===== config.mk =====
export PLATFORM = sky130hd
export DESIGN_NAME = calibration_record_crc_check
export DESIGN_NICKNAME = d
export VERILOG_FILES = /design/src/rtl/calrec_pkg.sv /design/src/rtl/calrec_core.sv /design/src/rtl/calrec_out.sv /design/src/rtl/calibration_record_crc_check.sv
export SDC_FILE = /design/constraint.sdc
export NUM_CORES = 1
export LEC_CHECK = 0
export ABC_AREA = 0
export ABC_CLOCK_PERIOD_IN_PS = 13400
export BUFFER_PORTS_ARGS = -buffer_cell sky130_fd_sc_hd__clkbuf_2
export CORE_MARGIN = 2
export CORE_UTILIZATION = 40
export CTS_CLUSTER_DIAMETER = 50
export CTS_CLUSTER_SIZE = 8
export DETAILED_ROUTE_END_ITERATION = 10
export REMOVE_ABC_BUFFERS = 1
export SYNTH_ARGS = -nofsm -noshare
export SYNTH_HDL_FRONTEND = slang
export SYNTH_SLANG_ARGS = --single-unit

===== constraint.sdc =====
create_clock -name clk_i -period 13.4 [get_ports clk_i]
set_input_delay 2.68 -clock clk_i [delete_from_list [all_inputs] [get_ports clk_i]]
set_output_delay 2.68 -clock clk_i [all_outputs]
set_load 0.01 [all_outputs]

===== src/rtl/calrec_pkg.sv =====
// calrec_pkg: shared types, constants and the crc-32 word update for the
// calibration record checker; no dependencies
package calrec_pkg;

  localparam logic [31:0] REC_MAGIC   = 32'h4741_494E;
  localparam logic [31:0] REC_VERSION = 32'h0000_0001;
  localparam logic [31:0] CRC_POLY    = 32'hEDB8_8320;
  localparam logic [31:0] CRC_INIT    = 32'hFFFF_FFFF;

  localparam int unsigned GAIN_W = 14;

  // status codes
  localparam logic [2:0] ST_OK          = 3'd0;
  localparam logic [2:0] ST_BAD_MAGIC   = 3'd1;
  localparam logic [2:0] ST_BAD_VERSION = 3'd2;
  localparam logic [2:0] ST_RANGE       = 3'd3;
  localparam logic [2:0] ST_CRC         = 3'd4;

  // register indexes (word address bits)
  localparam logic [1:0] REG_GAIN_MIN     = 2'd0;
  localparam logic [1:0] REG_GAIN_MAX     = 2'd1;
  localparam logic [1:0] REG_GAIN_DEFAULT = 2'd2;

  // result handed from the core to the output stage
  typedef struct packed {
    logic        build;   // four-word build burst
    logic [31:0] word;    // chosen gain, or clamped gain when building
    logic [31:0] crc;     // record crc when building
    logic [2:0]  status;
  } result_t;

  // reflected crc-32 over one word, least significant bit first
  function automatic logic [31:0] crc_word(input logic [31:0] crc_in,
                                           input logic [31:0] w);
    logic [31:0] c;
    logic        fb;
    c = crc_in;
    for (int i = 0; i < 32; i++) begin
      fb = c[0] ^ w[i];
      c  = c >> 1;
      if (fb) begin
        c = c ^ CRC_POLY;
      end
    end
    return c;
  endfunction

endpackage


===== src/rtl/calrec_core.sv =====
// calrec_core: record check state (position, crc, first fault, gain) and
// build clamp; uses calrec_pkg
module calrec_core (
  input  logic                            clk_i,
  input  logic                            rst_ni,
  input  logic                            fire_i,
  input  logic                            op_i,
  input  logic [31:0]                     word_i,
  input  logic [calrec_pkg::GAIN_W-1:0]   gain_min_i,
  input  logic [calrec_pkg::GAIN_W-1:0]   gain_max_i,
  input  logic [calrec_pkg::GAIN_W-1:0]   gain_default_i,
  output logic                            has_result_o,
  output calrec_pkg::result_t             result_o
);

  logic [1:0]  pos_q, pos_d;
  logic [31:0] crc_q, crc_d;
  logic [2:0]  fault_q, fault_d;
  logic [31:0] held_q, held_d;

  logic [31:0] min32, max32, def32;
  logic [31:0] gain_clamped;
  logic [31:0] crc_fold;
  logic [31:0] crc_build;
  logic        out_of_range;
  logic [2:0]  final_fault;

  assign min32 = 32'(gain_min_i);
  assign max32 = 32'(gain_max_i);
  assign def32 = 32'(gain_default_i);

  // floor tested first, so with inverted bounds a word under the floor takes the floor and any other word the ceiling
  always_comb begin
    if (word_i < min32) begin
      gain_clamped = min32;
    end else if (word_i > max32) begin
      gain_clamped = max32;
    end else begin
      gain_clamped = word_i;
    end
  end

  assign out_of_range = (word_i < min32) || (word_i > max32);
  assign crc_fold     = calrec_pkg::crc_word(crc_q, word_i);
  assign crc_build    = ~calrec_pkg::crc_word(
                          calrec_pkg::crc_word(
                            calrec_pkg::crc_word(calrec_pkg::CRC_INIT,
                                                 calrec_pkg::REC_MAGIC),
                            calrec_pkg::REC_VERSION),
                          gain_clamped);

  assign final_fault = (fault_q == calrec_pkg::ST_OK && ~crc_q != word_i) ?
                       calrec_pkg::ST_CRC : fault_q;

  always_comb begin
    pos_d             = pos_q;
    crc_d             = crc_q;
    fault_d           = fault_q;
    held_d            = held_q;
    has_result_o      = 1'b0;
    result_o.build    = op_i;
    result_o.word     = gain_clamped;
    result_o.crc      = crc_build;
    result_o.status   = calrec_pkg::ST_OK;
    if (op_i) begin
      has_result_o = 1'b1;
      pos_d        = 2'd0;
      crc_d        = calrec_pkg::CRC_INIT;
      fault_d      = calrec_pkg::ST_OK;
      held_d       = 32'd0;
    end else begin
      crc_d = crc_fold;
      pos_d = 2'(pos_q + 2'd1);
      unique case (pos_q)
        2'd0: begin
          if (fault_q == calrec_pkg::ST_OK && word_i != calrec_pkg::REC_MAGIC) begin
            fault_d = calrec_pkg::ST_BAD_MAGIC;
          end
        end
        2'd1: begin
          if (fault_q == calrec_pkg::ST_OK && word_i != calrec_pkg::REC_VERSION) begin
            fault_d = calrec_pkg::ST_BAD_VERSION;
          end
        end
        2'd2: begin
          held_d = word_i;
          if (fault_q == calrec_pkg::ST_OK && out_of_range) begin
            fault_d = calrec_pkg::ST_RANGE;
          end
        end
        default: begin
          has_result_o    = 1'b1;
          result_o.status = final_fault;
          result_o.word   = (final_fault == calrec_pkg::ST_OK) ? held_q : def32;
          pos_d           = 2'd0;
          crc_d           = calrec_pkg::CRC_INIT;
          fault_d         = calrec_pkg::ST_OK;
          held_d          = 32'd0;
        end
      endcase
    end
  end

  always_ff @(posedge clk_i or negedge rst_ni) begin
    if (!rst_ni) begin
      pos_q   <= 2'd0;
      crc_q   <= calrec_pkg::CRC_INIT;
      fault_q <= calrec_pkg::ST_OK;
      held_q  <= 32'd0;
    end else if (fire_i) begin
      pos_q   <= pos_d;
      crc_q   <= crc_d;
      fault_q <= fault_d;
      held_q  <= held_d;
    end
  end

endmodule


===== src/rtl/calrec_out.sv =====
// calrec_out: result register and word sequencer for build bursts;
// uses calrec_pkg
module calrec_out (
  input  logic                 clk_i,
  input  logic                 rst_ni,
  input  logic                 load_req_i,
  input  calrec_pkg::result_t  result_i,
  output logic                 can_load_o,
  output logic                 out_valid_o,
  input  logic                 out_ready_i,
  output logic [31:0]          word_out_o,
  output logic [2:0]           status_o,
  output logic                 last_o
);

  logic                valid_q;
  logic [1:0]          beat_q;
  calrec_pkg::result_t res_q;
  logic                last_beat;
  logic                load;

  assign last_beat  = !res_q.build || (beat_q == 2'd3);
  assign can_load_o = !valid_q || (out_ready_i && last_beat);
  assign load       = load_req_i && can_load_o;

  always_ff @(posedge clk_i or negedge rst_ni) begin
    if (!rst_ni) begin
      valid_q <= 1'b0;
      beat_q  <= 2'd0;
    end else if (load) begin
      valid_q <= 1'b1;
      beat_q  <= 2'd0;
    end else if (valid_q && out_ready_i) begin
      if (last_beat) begin
        valid_q <= 1'b0;
      end else begin
        beat_q <= 2'(beat_q + 2'd1);
      end
    end
  end

  always_ff @(posedge clk_i) begin
    if (load) begin
      res_q <= result_i;
    end
  end

  always_comb begin
    if (res_q.build) begin
      unique case (beat_q)
        2'd0:    word_out_o = calrec_pkg::REC_MAGIC;
        2'd1:    word_out_o = calrec_pkg::REC_VERSION;
        2'd2:    word_out_o = res_q.word;
        default: word_out_o = res_q.crc;
      endcase
      status_o = calrec_pkg::ST_OK;
    end else begin
      word_out_o = res_q.word;
      status_o   = res_q.status;
    end
  end

  assign out_valid_o = valid_q;
  assign last_o      = last_beat;

`ifndef ASSERT_OFF
  a_beat_only_build: assert property (@(posedge clk_i) disable iff (!rst_ni)
    valid_q && !res_q.build |-> beat_q == 2'd0)
    else $error("beat counter moved on a check result");

  a_fault_is_last: assert property (@(posedge clk_i) disable iff (!rst_ni)
    out_valid_o && status_o != calrec_pkg::ST_OK |-> last_o)
    else $error("fault status on a non-final word");

  a_beat_advance: assert property (@(posedge clk_i) disable iff (!rst_ni)
    out_valid_o && out_ready_i && !last_o |=>
      out_valid_o && beat_q == 2'($past(beat_q) + 2'd1))
    else $error("build burst did not advance");
`endif

endmodule


===== src/rtl/calibration_record_crc_check.sv =====
// calibration_record_crc_check: top level, apb registers, input register,
// check/build core (calrec_core) and output sequencer (calrec_out); uses calrec_pkg
// path: a word waits in the input register; the core takes it as it moves on
// and its result is offered from the result register in calrec_out
// throughput: one check word per cycle unless the output stage is full; a
// build holds the output for four words; reset spares data registers, no sweep
module calibration_record_crc_check (
  input  logic        clk_i,
  input  logic        rst_ni,
  // apb-style configuration port
  input  logic        psel,
  input  logic        penable,
  input  logic        pwrite,
  input  logic [3:0]  paddr,
  input  logic [31:0] pwdata,
  output logic [31:0] prdata,
  output logic        pready,
  // input word channel
  input  logic        in_valid_i,
  output logic        in_ready_o,
  input  logic        op_i,
  input  logic [31:0] word_in_i,
  // output word channel
  output logic        out_valid_o,
  input  logic        out_ready_i,
  output logic [31:0] word_out_o,
  output logic [2:0]  status_o,
  output logic        last_o
);

  // configuration registers
  logic [calrec_pkg::GAIN_W-1:0] gain_min_q;
  logic [calrec_pkg::GAIN_W-1:0] gain_max_q;
  logic [calrec_pkg::GAIN_W-1:0] gain_default_q;
  logic                          cfg_wr;

  // input register, parts the upstream handshake from the core
  logic        in_v_q;
  logic        op_q;
  logic [31:0] word_q;

  // core to output stage
  logic                has_result;
  calrec_pkg::result_t result;
  logic                can_load;
  logic                advance;

  assign pready = 1'b1;
  assign cfg_wr = psel && penable && pwrite;

  // writes beyond the register list are dropped
  always_ff @(posedge clk_i or negedge rst_ni) begin
    if (!rst_ni) begin
      gain_min_q     <= 14'd1;
      gain_max_q     <= 14'd9999;
      gain_default_q <= 14'd100;
    end else if (cfg_wr) begin
      unique case (paddr[3:2])
        calrec_pkg::REG_GAIN_MIN:     gain_min_q     <= pwdata[calrec_pkg::GAIN_W-1:0];
        calrec_pkg::REG_GAIN_MAX:     gain_max_q     <= pwdata[calrec_pkg::GAIN_W-1:0];
        calrec_pkg::REG_GAIN_DEFAULT: gain_default_q <= pwdata[calrec_pkg::GAIN_W-1:0];
        default: ;
      endcase
    end
  end

  always_comb begin
    unique case (paddr[3:2])
      calrec_pkg::REG_GAIN_MIN:     prdata = 32'(gain_min_q);
      calrec_pkg::REG_GAIN_MAX:     prdata = 32'(gain_max_q);
      calrec_pkg::REG_GAIN_DEFAULT: prdata = 32'(gain_default_q);
      default:                      prdata = 32'd0;
    endcase
  end

  // the held word moves on when it makes no result, or when the output
  // stage has room for its result
  assign advance    = in_v_q && (!has_result || can_load);
  assign in_ready_o = !in_v_q || advance;

  always_ff @(posedge clk_i or negedge rst_ni) begin
    if (!rst_ni) begin
      in_v_q <= 1'b0;
    end else if (in_ready_o) begin
      in_v_q <= in_valid_i;
    end
  end

  always_ff @(posedge clk_i) begin
    if (in_ready_o && in_valid_i) begin
      op_q   <= op_i;
      word_q <= word_in_i;
    end
  end

  // record state, crc fold, fault order and build clamp
  calrec_core u_core (
    .clk_i          (clk_i),
    .rst_ni         (rst_ni),
    .fire_i         (advance),
    .op_i           (op_q),
    .word_i         (word_q),
    .gain_min_i     (gain_min_q),
    .gain_max_i     (gain_max_q),
    .gain_default_i (gain_default_q),
    .has_result_o   (has_result),
    .result_o       (result)
  );

  // result register; a build result plays out as four words
  calrec_out u_out (
    .clk_i       (clk_i),
    .rst_ni      (rst_ni),
    .load_req_i  (in_v_q && has_result),
    .result_i    (result),
    .can_load_o  (can_load),
    .out_valid_o (out_valid_o),
    .out_ready_i (out_ready_i),
    .word_out_o  (word_out_o),
    .status_o    (status_o),
    .last_o      (last_o)
  );

endmodule


==> metrics.md <==
| Metric | Value |
|---|---|
| Fmax | `136 MHz` |
| Post-CTS sizing | `0` |
| YS warnings | `0` |
| Initial antenna violation count | `0` |
| Type of element capturing the critical path | `output pin` |
| Port Buffers | `107` |
| Die W | `198 µm` |
| # clock sinks | `215` |
| Status | `completed` |
| Final setup margin | `6.05 ns` |
| Total Routing Usage GR | `20.9%` |
| Final min period | `7.35 ns` |
| First-pass GRT wire length | `62.1 mm` |
| HPWL Detailed | `30.6 mm` |
| Worst hold path type | `reg2reg` |
| CTS Root Cell | `clkbuf_16` |
| Commonest non-fill, non-tap cell in the layout | `xnor2_1` |
| RePlAce Congestion | `0.926` |
| Largest net degree at the start of global routing | `77` |
| Final Hold Fails | `0` |
| Core footprint | `37500 µm²` |
| Drc violations | `0` |
| Post-synth EDFFs | `101` |
| Drt first-iter violations | `688` |
| Most used DFF post-synth | `edfxtp_1` |
| CTS tree | `built` |
| Unrepaired setup endpoints after global routing | `false` |
| Clock tree buffer depth | `3` |
| Seq/Total Area, Yosys | `39.3%` |
| CTS Hold Bufs | `0` |
| Rows | `71` |
| Ys async rst share | `53.0%` |
| Antenna Cells | `0` |
| Area added between synthesis and finish | `14.5%` |
| Fin Setup TNS | `0 ns` |
| Worst path arrival time | `4.67 ns` |
| Critical-path maximum fanout | `18` |
| Setup bufs post-CTS | `0` |
| Cells after Synth | `1407` |
| CP startpoint kind | `primary input` |
| Routed Antenna Nets | `0` |
| Die ar. | `39400 µm²` |
| Post-Route WL | `40.3 mm` |
| Max_cap viols | `0` |
| First-pass iteration count of the detailed router | `4` |
| Distinct cells, synth | `67` |
| Clk_skew | `0.0228 ns` |
| Routed vias/inst | `5.06` |
| Clk slew on worst S/H paths | `0.05 ns` |
| Wire length per cell | `19.6 µm` |
| Vias | `10400` |
| Most frequent cells in the layout | `xnor2_1, nand2_1, clkbuf_2` |
| Crit share post-route | `54.8%` |
| Initial core utilization | `40.3%` |
| Die Y | `198 µm` |
| Number of CTS-inserted buffers | `37` |
| Vias in the first global route | `10500` |
| FF+latch count, synth | `215` |
| Slew @ Worst Pin | `1.23 ns` |
| Total grt overflow | `0` |
| Setup Crit Path Kind | `in2out` |
| Required time of the critical path | `10.72 ns` |
| Clock latency at the later pin of the worst-skew pair | `0.53 ns` |
| Final setup violation count | `0` |
| Num ports | `147` |
| Final slew viol count | `0` |
| Final #Nets | `1627` |
| H-tree Lvls | `2` |
| Post-Syn Area | `15100 µm²` |
| Place WS | `6.08 ns` |
| Avg Cell Area, Syn | `10.7 µm²` |
| Max transition margin | `17.6%` |
| Share of layout cells above drive strength 1 | `21.5%` |
stage by stage:
step                      instance area [µm²]  cells  util (%)  hold slack [ns]
after floorplan                         14800   1352         -            0.442
after global placement                  16200   1986      43.2            0.456
after detailed placement                16200   1986      43.2            0.463
after CTS                               17300   2054      46.2            0.474
after global routing                    17300   2054      46.2            0.494
final                                   17300   2054      46.2            0.468
critical path: stages:
cell	delay (ns)
clkbuf_2	0.38
nor2b_1	1.08
nand2_1	0.11
o21ai_0	0.21
clkbuf_2	0.21
cell type report:
cell class	count	area, µm²
sequential	215	5940
fill	3548	20200
timing repair buffer	123	658
multi-input combinational	1097	8790
tap	511	639
clock buffer	55	1020
inverter	40	150
clock inverter	13	121
metal layers:
layer	track usage, %	vias up	wire (µm)	share of wire (%)
li1	-	4998	-	-
met1	28.1	5030	18000	45
met2	34.4	291	19000	47
met3	3.19	72	2140	5.3
met4	6.94	0	1200	3.0
met5	0	-	0	0
kinds of logic after synthesis:
logic type / Yosys count / share of synthesized area [%]
muxes: 59 / 4.25
DFF: 215 / 39.3
buffers and inverters: 112 / 3.40
xor gates and xnor gates: 454 / 30.9
AOI/OAI and AO/OA: 250 / 10.3
adders and majority gates: 37 / 3.06
and+or+nand+nor: 278 / 8.72
other: 2 / 0.0497
Yosys cell counts (5+ instances only):
| cell | instances | share of area [%] |
|---|---|---|
| a21oi_1 | 78 | 2.6 |
| a22o_1 | 20 | 1.2 |
| and2_1 | 6 | 0.25 |
| and3_1 | 18 | 0.74 |
| buf_2 | 6 | 0.20 |
| buf_4 | 19 | 0.94 |
| clkbuf_1 | 42 | 1.0 |
| dfrtp_1 | 70 | 12 |
| dfstp_2 | 44 | 7.6 |
| edfxtp_1 | 101 | 20 |
| ha_1 | 37 | 3.1 |
| inv_1 | 40 | 0.99 |
| mux2_2 | 42 | 3.1 |
| mux2i_1 | 17 | 1.1 |
| nand2_1 | 123 | 3.1 |
| nand3_1 | 19 | 0.63 |
| nand4_1 | 8 | 0.33 |
| nor2_1 | 43 | 1.1 |
| nor2b_1 | 23 | 0.95 |
| nor3_1 | 11 | 0.36 |
| nor4_1 | 13 | 0.54 |
| o21ai_0 | 105 | 3.5 |
| o21ai_1 | 5 | 0.17 |
| o22ai_2 | 6 | 0.50 |
| o22ai_4 | 6 | 0.79 |
| xnor2_1 | 305 | 18 |
| xnor2_2 | 15 | 1.6 |
| xnor2_4 | 5 | 0.91 |
| xnor3_1 | 11 | 1.6 |
| xnor3_2 | 5 | 0.79 |
| xor2_1 | 91 | 5.3 |
| xor2_2 | 11 | 1.2 |
| xor2_4 | 5 | 0.91 |
sequential cells by signal, indices dropped and copies added (netlist names):
register           cells
u_out.out_valid_o      1
word_q                32
in_v_q                 1
u_core.held_q         32
u_out.beat_q           2
u_out.res_q           68
u_core.crc_q          32
gain_default_q        14
gain_max_q            14
op_q                   1
u_core.pos_q           2
u_core.fault_q         2
gain_min_q            14
final timing paths:
kind	from	endpoint	slack, ns	cells past startpoint
setup / recovery	paddr[2]	prdata[2]	6.05	5
hold / removal	u_core.held_q[19]$_DFFE_PN0P_	u_core.held_q[19]$_DFFE_PN0P_	0.47	2
setup reg to reg	word_q[13]$_DFFE_PP_	u_out.res_q[22]$_DFFE_PP_	6.98	14
hold reg to reg	u_core.held_q[19]$_DFFE_PN0P_	u_core.held_q[19]$_DFFE_PN0P_	0.47	2
max in group asynchronous	rst_ni	in_v_q$_DFFE_PN0N_	9.86	2
min in group asynchronous	rst_ni	gain_max_q[7]$_DFFE_PN0P_	2.13	1
Power is left out: the tool's default activity adds up to more than one toggle a clock period on the data nets, which glitch-free logic cannot reach.
